==> src/hdl/integer_to_ascii_digits_core_defines.svh <==
// Assertion macros shared by the integer-to-ASCII converter RTL.
// Included by integer_to_ascii_digits_core, the module that carries concurrent assertions; no other dependencies.
`ifndef INTEGER_TO_ASCII_DIGITS_CORE_DEFINES_SVH
`define INTEGER_TO_ASCII_DIGITS_CORE_DEFINES_SVH

// Same-cycle implication, disabled while reset is asserted.
`define ITAD_ASSERT_IMPLY(label, clk, rst_n, ante, cons, msg) \
  label: assert property (@(posedge clk) disable iff (!rst_n) (ante) |-> (cons)) \
    else $error(msg);

// Next-cycle implication, disabled while reset is asserted.
`define ITAD_ASSERT_NEXT(label, clk, rst_n, ante, cons, msg) \
  label: assert property (@(posedge clk) disable iff (!rst_n) (ante) |=> (cons)) \
    else $error(msg);

`endif

==> src/hdl/itad_pkg.sv <==
// Shared constants and the digit-to-character function of the integer-to-ASCII converter.
// No dependencies; used by itad_div and integer_to_ascii_digits_core.
`default_nettype none

package itad_pkg;

  localparam int VALUE_WIDTH_DEF = 32;
  localparam int RADIX_W         = 5;
  localparam int DIGIT_W         = 4;
  localparam int CHAR_W          = 7;
  localparam int OUT_W           = 8;

  localparam logic [RADIX_W-1:0] RADIX_MIN = 5'd2;
  localparam logic [RADIX_W-1:0] RADIX_MAX = 5'd16;
  localparam logic [RADIX_W-1:0] RADIX_DEC = 5'd10;

  localparam logic [CHAR_W-1:0] CHAR_ZERO  = 7'h30;
  localparam logic [CHAR_W-1:0] CHAR_UPPER = 7'h41;
  localparam logic [CHAR_W-1:0] CHAR_MINUS = 7'h2D;

  // Maps a digit value to 0-9 or upper-case A-F.
  function automatic logic [CHAR_W-1:0] digit_char(input logic [DIGIT_W-1:0] d);
    logic [CHAR_W-1:0] ext;
    ext = {{(CHAR_W-DIGIT_W){1'b0}}, d};
    if (d < DIGIT_W'(10)) begin
      digit_char = CHAR_ZERO + ext;
    end else begin
      digit_char = CHAR_UPPER + ext - CHAR_W'(10);
    end
  endfunction

endpackage

`default_nettype wire

==> src/hdl/itad_div.sv <==
// Restoring divider of a VALUE_WIDTH-bit value by a base of 2 to 16, one quotient bit per cycle.
// Depends on itad_pkg for field widths.
`default_nettype none

module itad_div #(
  parameter int VALUE_WIDTH = itad_pkg::VALUE_WIDTH_DEF
) (
  input  wire logic                             clk,
  input  wire logic                             rst_n,
  input  wire logic                             start,
  input  wire logic [VALUE_WIDTH-1:0]           dividend,
  input  wire logic [itad_pkg::RADIX_W-1:0]     divisor,
  output logic                                  done,
  output logic [VALUE_WIDTH-1:0]                quotient,
  output logic [itad_pkg::DIGIT_W-1:0]          remainder
);

  localparam int CNT_W = $clog2(VALUE_WIDTH);

  logic                            busy_r,  busy_nxt;
  logic                            done_r,  done_nxt;
  logic [CNT_W-1:0]                cnt_r,   cnt_nxt;
  logic [VALUE_WIDTH-1:0]          quo_r,   quo_nxt;
  logic [itad_pkg::DIGIT_W-1:0]    rem_r,   rem_nxt;
  logic [itad_pkg::RADIX_W-1:0]    trial;
  logic [itad_pkg::RADIX_W-1:0]    diff;
  logic                            fits;

  // The partial remainder stays below the divisor, so it fits in one digit.
  assign trial = {rem_r, quo_r[VALUE_WIDTH-1]};
  assign fits  = (trial >= divisor);
  assign diff  = trial - divisor;

  always_comb begin
    busy_nxt = busy_r;
    done_nxt = 1'b0;
    cnt_nxt  = cnt_r;
    quo_nxt  = quo_r;
    rem_nxt  = rem_r;
    if (start) begin
      busy_nxt = 1'b1;
      cnt_nxt  = CNT_W'(VALUE_WIDTH - 1);
      quo_nxt  = dividend;
      rem_nxt  = '0;
    end else if (busy_r) begin
      quo_nxt = {quo_r[VALUE_WIDTH-2:0], fits};
      rem_nxt = fits ? diff[itad_pkg::DIGIT_W-1:0] : trial[itad_pkg::DIGIT_W-1:0];
      cnt_nxt = cnt_r - 1'b1;
      if (cnt_r == '0) begin
        busy_nxt = 1'b0;
        done_nxt = 1'b1;
      end
    end
  end

  always_ff @(posedge clk) begin
    if (!rst_n) begin
      busy_r <= 1'b0;
      done_r <= 1'b0;
      cnt_r  <= '0;
    end else begin
      busy_r <= busy_nxt;
      done_r <= done_nxt;
      cnt_r  <= cnt_nxt;
    end
    quo_r <= quo_nxt;
    rem_r <= rem_nxt;
  end

  assign done      = done_r;
  assign quotient  = quo_r;
  assign remainder = rem_r;

endmodule

`default_nettype wire

==> src/hdl/integer_to_ascii_digits_core.sv <==
// Channel | Direction | tdata (low bit up)                      | tlast
// in_     | slave     | number[VALUE_WIDTH], radix[5], zero pad | -
// out_    | master    | text_char[7], zero bit                  | last_char
//
// An item is accepted, then each digit takes one division in the shared restoring divider
// (one quotient bit per cycle), then a negative base-10 value emits a leading minus sign,
// then each digit character passes through the registered digit-memory read.
// The output register holds a character until taken; a stalled sink holds the
// sequencer. The next item is accepted once the last character sits in that register.
// Reset (rst_n low, synchronous) returns the sequencer to idle and empties the output.
//
// Top level of the integer-to-ASCII converter: sequencer, digit memory and output stage.
// Depends on itad_pkg, itad_div and integer_to_ascii_digits_core_defines.svh.
`default_nettype none
`include "integer_to_ascii_digits_core_defines.svh"

module integer_to_ascii_digits_core #(
  parameter int VALUE_WIDTH = itad_pkg::VALUE_WIDTH_DEF,
  localparam int IN_W = ((VALUE_WIDTH + itad_pkg::RADIX_W + 7) / 8) * 8
) (
  input  wire logic                         clk,
  input  wire logic                         rst_n,
  input  wire logic                         in_tvalid,
  output logic                              in_tready,
  // number [VALUE_WIDTH-1:0], radix [VALUE_WIDTH+4:VALUE_WIDTH], zero pad above
  input  wire logic [IN_W-1:0]              in_tdata,
  output logic                              out_tvalid,
  input  wire logic                         out_tready,
  // text_char [6:0], zero in bit 7
  output logic [itad_pkg::OUT_W-1:0]        out_tdata,
  output logic                              out_tlast
);

  localparam int IDX_W = $clog2(VALUE_WIDTH);

  localparam logic [2:0] S_IDLE  = 3'd0;
  localparam logic [2:0] S_DIV   = 3'd1;
  localparam logic [2:0] S_MINUS = 3'd2;
  localparam logic [2:0] S_RD    = 3'd3;
  localparam logic [2:0] S_WR    = 3'd4;

  logic [2:0]                       state_r,    state_nxt;
  logic                             start_r,    start_nxt;
  logic                             neg_r,      neg_nxt;
  logic [itad_pkg::RADIX_W-1:0]     radix_r,    radix_nxt;
  logic [VALUE_WIDTH-1:0]           quot_r,     quot_nxt;
  logic [IDX_W-1:0]                 wptr_r,     wptr_nxt;
  logic [IDX_W-1:0]                 idx_r,      idx_nxt;
  logic                             out_valid_r, out_valid_nxt;
  logic [itad_pkg::CHAR_W-1:0]      out_char_r, out_char_nxt;
  logic                             out_last_r, out_last_nxt;
  logic [itad_pkg::DIGIT_W-1:0]     mem_q_r;

  // Digits, least significant first; entries are written before they are read.
  logic [itad_pkg::DIGIT_W-1:0]     digit_mem [VALUE_WIDTH];

  logic                             in_fire;
  logic                             out_free;
  logic [VALUE_WIDTH-1:0]           in_number;
  logic [itad_pkg::RADIX_W-1:0]     in_radix;
  logic [itad_pkg::RADIX_W-1:0]     radix_cl;
  logic                             in_neg;
  logic                             div_done;
  logic [VALUE_WIDTH-1:0]           div_quo;
  logic [itad_pkg::DIGIT_W-1:0]     div_rem;

  assign in_tready = (state_r == S_IDLE);
  assign in_fire   = in_tvalid && in_tready;
  assign out_free  = !out_valid_r || out_tready;

  assign in_number = in_tdata[VALUE_WIDTH-1:0];
  assign in_radix  = in_tdata[VALUE_WIDTH+itad_pkg::RADIX_W-1:VALUE_WIDTH];

  // Bases below two or above sixteen are clamped into range.
  always_comb begin
    if (in_radix < itad_pkg::RADIX_MIN) begin
      radix_cl = itad_pkg::RADIX_MIN;
    end else if (in_radix > itad_pkg::RADIX_MAX) begin
      radix_cl = itad_pkg::RADIX_MAX;
    end else begin
      radix_cl = in_radix;
    end
  end

  // Only base ten prints a sign; other bases see the raw two's-complement pattern.
  assign in_neg = (radix_cl == itad_pkg::RADIX_DEC) && in_number[VALUE_WIDTH-1];

  itad_div #(
    .VALUE_WIDTH (VALUE_WIDTH)
  ) u_div (
    .clk       (clk),
    .rst_n     (rst_n),
    .start     (start_r),
    .dividend  (quot_r),
    .divisor   (radix_r),
    .done      (div_done),
    .quotient  (div_quo),
    .remainder (div_rem)
  );

  always_comb begin
    state_nxt     = state_r;
    start_nxt     = 1'b0;
    neg_nxt       = neg_r;
    radix_nxt     = radix_r;
    quot_nxt      = quot_r;
    wptr_nxt      = wptr_r;
    idx_nxt       = idx_r;
    out_valid_nxt = out_valid_r && !out_tready;
    out_char_nxt  = out_char_r;
    out_last_nxt  = out_last_r;

    unique case (state_r)
      S_IDLE: begin
        if (in_fire) begin
          neg_nxt   = in_neg;
          radix_nxt = radix_cl;
          // The most negative value negates to its own pattern, which is the
          // correct unsigned magnitude.
          quot_nxt  = in_neg ? ({VALUE_WIDTH{1'b0}} - in_number) : in_number;
          wptr_nxt  = '0;
          start_nxt = 1'b1;
          state_nxt = S_DIV;
        end
      end
      S_DIV: begin
        // A zero value still runs one division, which yields the single digit zero.
        if (div_done) begin
          quot_nxt = div_quo;
          if (div_quo != '0) begin
            wptr_nxt  = wptr_r + 1'b1;
            start_nxt = 1'b1;
          end else begin
            idx_nxt   = wptr_r;
            state_nxt = neg_r ? S_MINUS : S_RD;
          end
        end
      end
      S_MINUS: begin
        if (out_free) begin
          out_valid_nxt = 1'b1;
          out_char_nxt  = itad_pkg::CHAR_MINUS;
          out_last_nxt  = 1'b0;
          state_nxt     = S_RD;
        end
      end
      S_RD: begin
        state_nxt = S_WR;
      end
      S_WR: begin
        if (out_free) begin
          out_valid_nxt = 1'b1;
          out_char_nxt  = itad_pkg::digit_char(mem_q_r);
          out_last_nxt  = (idx_r == '0);
          if (idx_r == '0) begin
            state_nxt = S_IDLE;
          end else begin
            idx_nxt   = idx_r - 1'b1;
            state_nxt = S_RD;
          end
        end
      end
      default: begin
        state_nxt = S_IDLE;
      end
    endcase
  end

  always_ff @(posedge clk) begin
    if (!rst_n) begin
      state_r     <= S_IDLE;
      start_r     <= 1'b0;
      out_valid_r <= 1'b0;
    end else begin
      state_r     <= state_nxt;
      start_r     <= start_nxt;
      out_valid_r <= out_valid_nxt;
    end
    neg_r      <= neg_nxt;
    radix_r    <= radix_nxt;
    quot_r     <= quot_nxt;
    wptr_r     <= wptr_nxt;
    idx_r      <= idx_nxt;
    out_char_r <= out_char_nxt;
    out_last_r <= out_last_nxt;
  end

  // Digit memory: one write port from the divider, one registered read port.
  always_ff @(posedge clk) begin
    if ((state_r == S_DIV) && div_done) begin
      digit_mem[wptr_r] <= div_rem;
    end
    if (state_r == S_RD) begin
      mem_q_r <= digit_mem[idx_r];
    end
  end

  assign out_tvalid = out_valid_r;
  assign out_tdata  = {{(itad_pkg::OUT_W - itad_pkg::CHAR_W){1'b0}}, out_char_r};
  assign out_tlast  = out_last_r;

  `ITAD_ASSERT_IMPLY(a_done_in_div, clk, rst_n, div_done, state_r == S_DIV, "divider finished outside the divide phase")
  `ITAD_ASSERT_NEXT(a_accept_starts, clk, rst_n, in_fire, (state_r == S_DIV) && start_r, "accepted item did not start a division")
  `ITAD_ASSERT_NEXT(a_last_ends_item, clk, rst_n, (state_r == S_WR) && out_free && (idx_r == '0), (state_r == S_IDLE) && out_valid_r && out_last_r, "final character not marked or sequencer not idle")

endmodule

`default_nettype wire
==> config.mk <==
export PLATFORM = sky130hd
export DESIGN_NAME = integer_to_ascii_digits_core
export DESIGN_NICKNAME = d
export VERILOG_FILES = /design/src/hdl/itad_pkg.sv /design/src/hdl/itad_div.sv /design/src/hdl/integer_to_ascii_digits_core.sv
export VERILOG_INCLUDE_DIRS = /design/src /design/src/hdl
export SDC_FILE = /design/constraint.sdc
export NUM_CORES = 1
export LEC_CHECK = 0
export ABC_AREA = 1
export BUFFER_PORTS_ARGS = -buffer_cell sky130_fd_sc_hd__buf_2
export CORE_ASPECT_RATIO = 1.75
export CORE_MARGIN = 2
export CORE_UTILIZATION = 50
export CTS_BUF_LIST = sky130_fd_sc_hd__clkbuf_8
export CTS_CLUSTER_DIAMETER = 100
export DETAILED_ROUTE_END_ITERATION = 12
export GPL_ROUTABILITY_DRIVEN = 0
export PLACE_DENSITY = 0.68
export REMOVE_ABC_BUFFERS = 1
export SLEW_MARGIN = 5
export SYNTH_ARGS = -nofsm -noshare
export SYNTH_HDL_FRONTEND = slang
export SYNTH_SLANG_ARGS = --single-unit
==> constraint.sdc <==
create_clock -name clk -period 1.95 [get_ports clk]
set_input_delay 0.39 -clock clk [delete_from_list [all_inputs] [get_ports clk]]
set_output_delay 0.39 -clock clk [all_outputs]
set_load 0.02 [all_outputs]
==> run_results.csv <==
group,metric,value,unit
status,outcome,"completed",
cells_and_area,antenna_cells,0,
global_routing,grt-ovfl-total,0,
logic_synthesis,syn-cell-area,11160,µm²
cts,numCtsBuffers,34,
cts,clkSlewWorstSetupHoldPaths,70,ps
setup_path,crit_family,"simple AND/OR/NAND/NOR gates",
cells_and_area,fin_area,12650,µm²
logic_synthesis,ys_async_sr_fraction,0,
power,comb_power_share,0.220,
route,wl_met1,9155,µm
placed_design,dpl_cell_area,11980,µm²
power,swShare,0.3067,
setup_path,cpPeakStageDelay,440,ps
power,ir_worst_vdd,0.4910,mV
global_routing,track_usage,0.2227,
timing,clock-skew-final,20.30,ps
cts,clkLatencyLatePin,530,ps
timing,worst_pin_slew,926.5,ps
timing,period_share,0.9669,
power,p_seq_frac,0.494,
setup_path,cp_cell_sequence,"inv_1 -> nand3_2 -> nor2_1 -> buf_4 -> nand2_1 -> nor2_1",
cts,cts_setup_buffers,0,
cts,root_buffer,"clkbuf_8",
cts,cts_buffer_depth,3,
global_routing,first_global_vias,8284,
logic_synthesis,yosysWarnings,0,
timing,maxSlewHeadroom,0.3816,
setup_path,cp_max_fo,8,
power,p_leak,5.021,nW
cts,h-tree-depth,2,
floorplanning,design.die.area,23580,µm²
logic_synthesis,ys_ff_latch,236,
power,p_switching,4.149,mW
floorplanning,pin_count,55,
power,intPower,9.377,mW
cells_and_area,layout_commonest_cell,"nand2_1",
hold_path,hp-class,"primary input to flip-flop",
cts,cts_resized,0,
setup_path,critPathKind,"flip-flop to flip-flop",
timing,drv_slew,0,
floorplanning,rows,72,
cts,cts_tree,"done",
route,met2_length,13860,µm
route,wl_met3,893,µm
route,ant_nets,0,
cells_and_area,drive_gt1_frac,0.1372,
route,vias_per_cell,5.281,
cts,clkSinkCount,236,
logic_synthesis,syn_inst,1148,
logic_synthesis,ys_seq_area_frac,0.6206,
global_routing,grt_pass1_wl,40640,µm
timing,max_freq,0.5304,GHz
timing,tns,0,ps
logic_synthesis,synthDistinctLibCells,43,
setup_path,cp_data_required_time,2130,ps
placed_design,dpl.hpwl,17770,µm
timing,hold_violations,0,
cts,hold_buffers,0,
power,clock_power_share,0.285,
setup_path,slowest_stage,"nor2_1",
logic_synthesis,synth_edf_count,220,
setup_path,cp_data_arrival_time,2070,ps
route,wl,25150,µm
route,drc,0,
cells_and_area,syn_to_final_growth,13.32,%
setup_path,crit_top_cell,"nor2_1",
timing,finalSetupViolations,0,
placed_design,io_buffer_count,50,
power,power.density,1070,nW/µm²
floorplanning,core_region_area,21980,µm²
floorplanning,initial_core_util,0.5077,
global_routing,grt_max_degree,51,
timing,rsz0062_at_grt,"true",
cells_and_area,layout_common_cells,"nand2_1 (276), edfxtp_1 (220), nor2_1 (173), o21ai_0 (97), inv_1 (92)",
cells_and_area,final_nets,1296,
global_routing,antenna_found_initial,0,
floorplanning,die_h,201.6,µm
floorplanning,die_w,116.9,µm
logic_synthesis,ys.flop_type,"edfxtp_1",
setup_path,worst_setup_path_end_kind,"flip-flop",
setup_path,crit_buf_inv,2,
flow_run,drv_cap,0,
route,firstDrtPassIters,5,
setup_path,cp-start-kind,"flip-flop",
route,highest_layer,"met4",
route,via_count,8222,
logic_synthesis,syn_area_per_cell,9.722,µm²
route,wl_per_cell,16.15,µm
route,dr.first_iter.drc_count,443,
timing,fin_crit,1885,ps
==> state kept, by name (all words and copies together), names as in the netlist <==
name	flops
out_char_r	7
u_div.quotient	32
u_div.done	1
digit_mem	128
quot_r	32
radix_r	5
idx_r	5
start_r	1
state_r	3
out_tlast	1
wptr_r	5
u_div.busy_r	1
neg_r	1
out_tvalid	1
u_div.remainder	4
mem_q_r	4
u_div.cnt_r	5
==> power groups by stage <==
stage,clock network [mW],logic (mW),registers [mW]
finish,3.86,2.98,6.69
global route,4.12,3.34,6.73
CTS,3.93,2.99,6.69
detailed placement,0,2.98,6.79
global placement,0,2.93,6.78
floorplan,0,1.52,6.99
==> metal layers <==
metal  vias up  global-route usage
met5         -                   0
met4         0              0.1218
met3        77             0.02560
met2       219              0.4118
met1      3838              0.2385
li1       4088                   -
==> worst min-delay path, cell delays in order <==
cell and delay [ps]:
buf_2 140, nand2_1 70, inv_1 30
==> synth_stat cells (2+ instances only) <==
library cell	count	area (µm²)
nand2_1	276	1036
edfxtp_1	220	6606
nor2_1	174	653.1
o21ai_0	97	485.5
inv_1	87	326.6
nand3_1	79	395.4
o22ai_1	32	200.2
clkbuf_1	31	116.4
a21oi_1	18	90.09
nand4_1	17	106.4
dfxtp_1	16	320.3
xor2_1	15	131.4
ha_1	14	175.2
nand2_2	9	56.30
o21ai_1	9	45.04
buf_2	7	35.03
nor3_1	6	30.03
buf_1	3	11.26
nor2_2	3	18.77
o211ai_1	3	22.52
xnor2_1	3	26.28
a31oi_1	2	12.51
buf_4	2	15.01
buf_6	2	22.52
inv_2	2	7.510
nand2_4	2	22.52
nand3b_1	2	15.01
nor2_8	2	40.04
==> final cells by class <==
type,instances,area (µm²)
Fill cell,2003,9334
Inverter,90,340.3
Timing Repair Buffer,100,675.6
Clock buffer,37,509.2
Tap cell,296,370.4
Clock inverter,23,151.4
Sequential cell,236,6927
Multi-Input combinational cell,775,3674
==> worst paths after layout <==
path / startpoint / end / slack, ps / depth (start not counted)
max reg2reg: state_r[1] / digit_mem[13][0] / 60 / 6
min reg2reg: u_div.cnt_r[4] / u_div.cnt_r[4] / 480 / 2
max: state_r[1] / digit_mem[13][0] / 60 / 6
min: rst_n / state_r[0] / 150 / 3
==> through the flow <==
stage | power, mW | std cells | hold slack [ps] | util | worst slack [ps]
after floorplan | 8.513 | 1101 | 421.7 | - | -1038
after detailed placement | 9.772 | 1497 | 445.1 | 0.5449 | -20.70
after CTS | 13.60 | 1557 | 133.8 | 0.5749 | 5.646
after global placement | 9.708 | 1497 | 433.4 | 0.5449 | 17.05
after global routing | 14.19 | 1557 | 156.4 | 0.5754 | -52.14
final | 13.53 | 1557 | 146.3 | 0.5754 | 64.63
==> cell families after synthesis <==
logic type,synth area share
AO/OA/AOI/OAI,0.08027
buffers and inverters,0.05090
adder cells (fa/ha/maj),0.01749
XOR/XNOR,0.01413
AND/OR/NAND/NOR,0.2163
other,0.0003360
flip-flops,0.6206
Power figures use the tool's default switching activity.
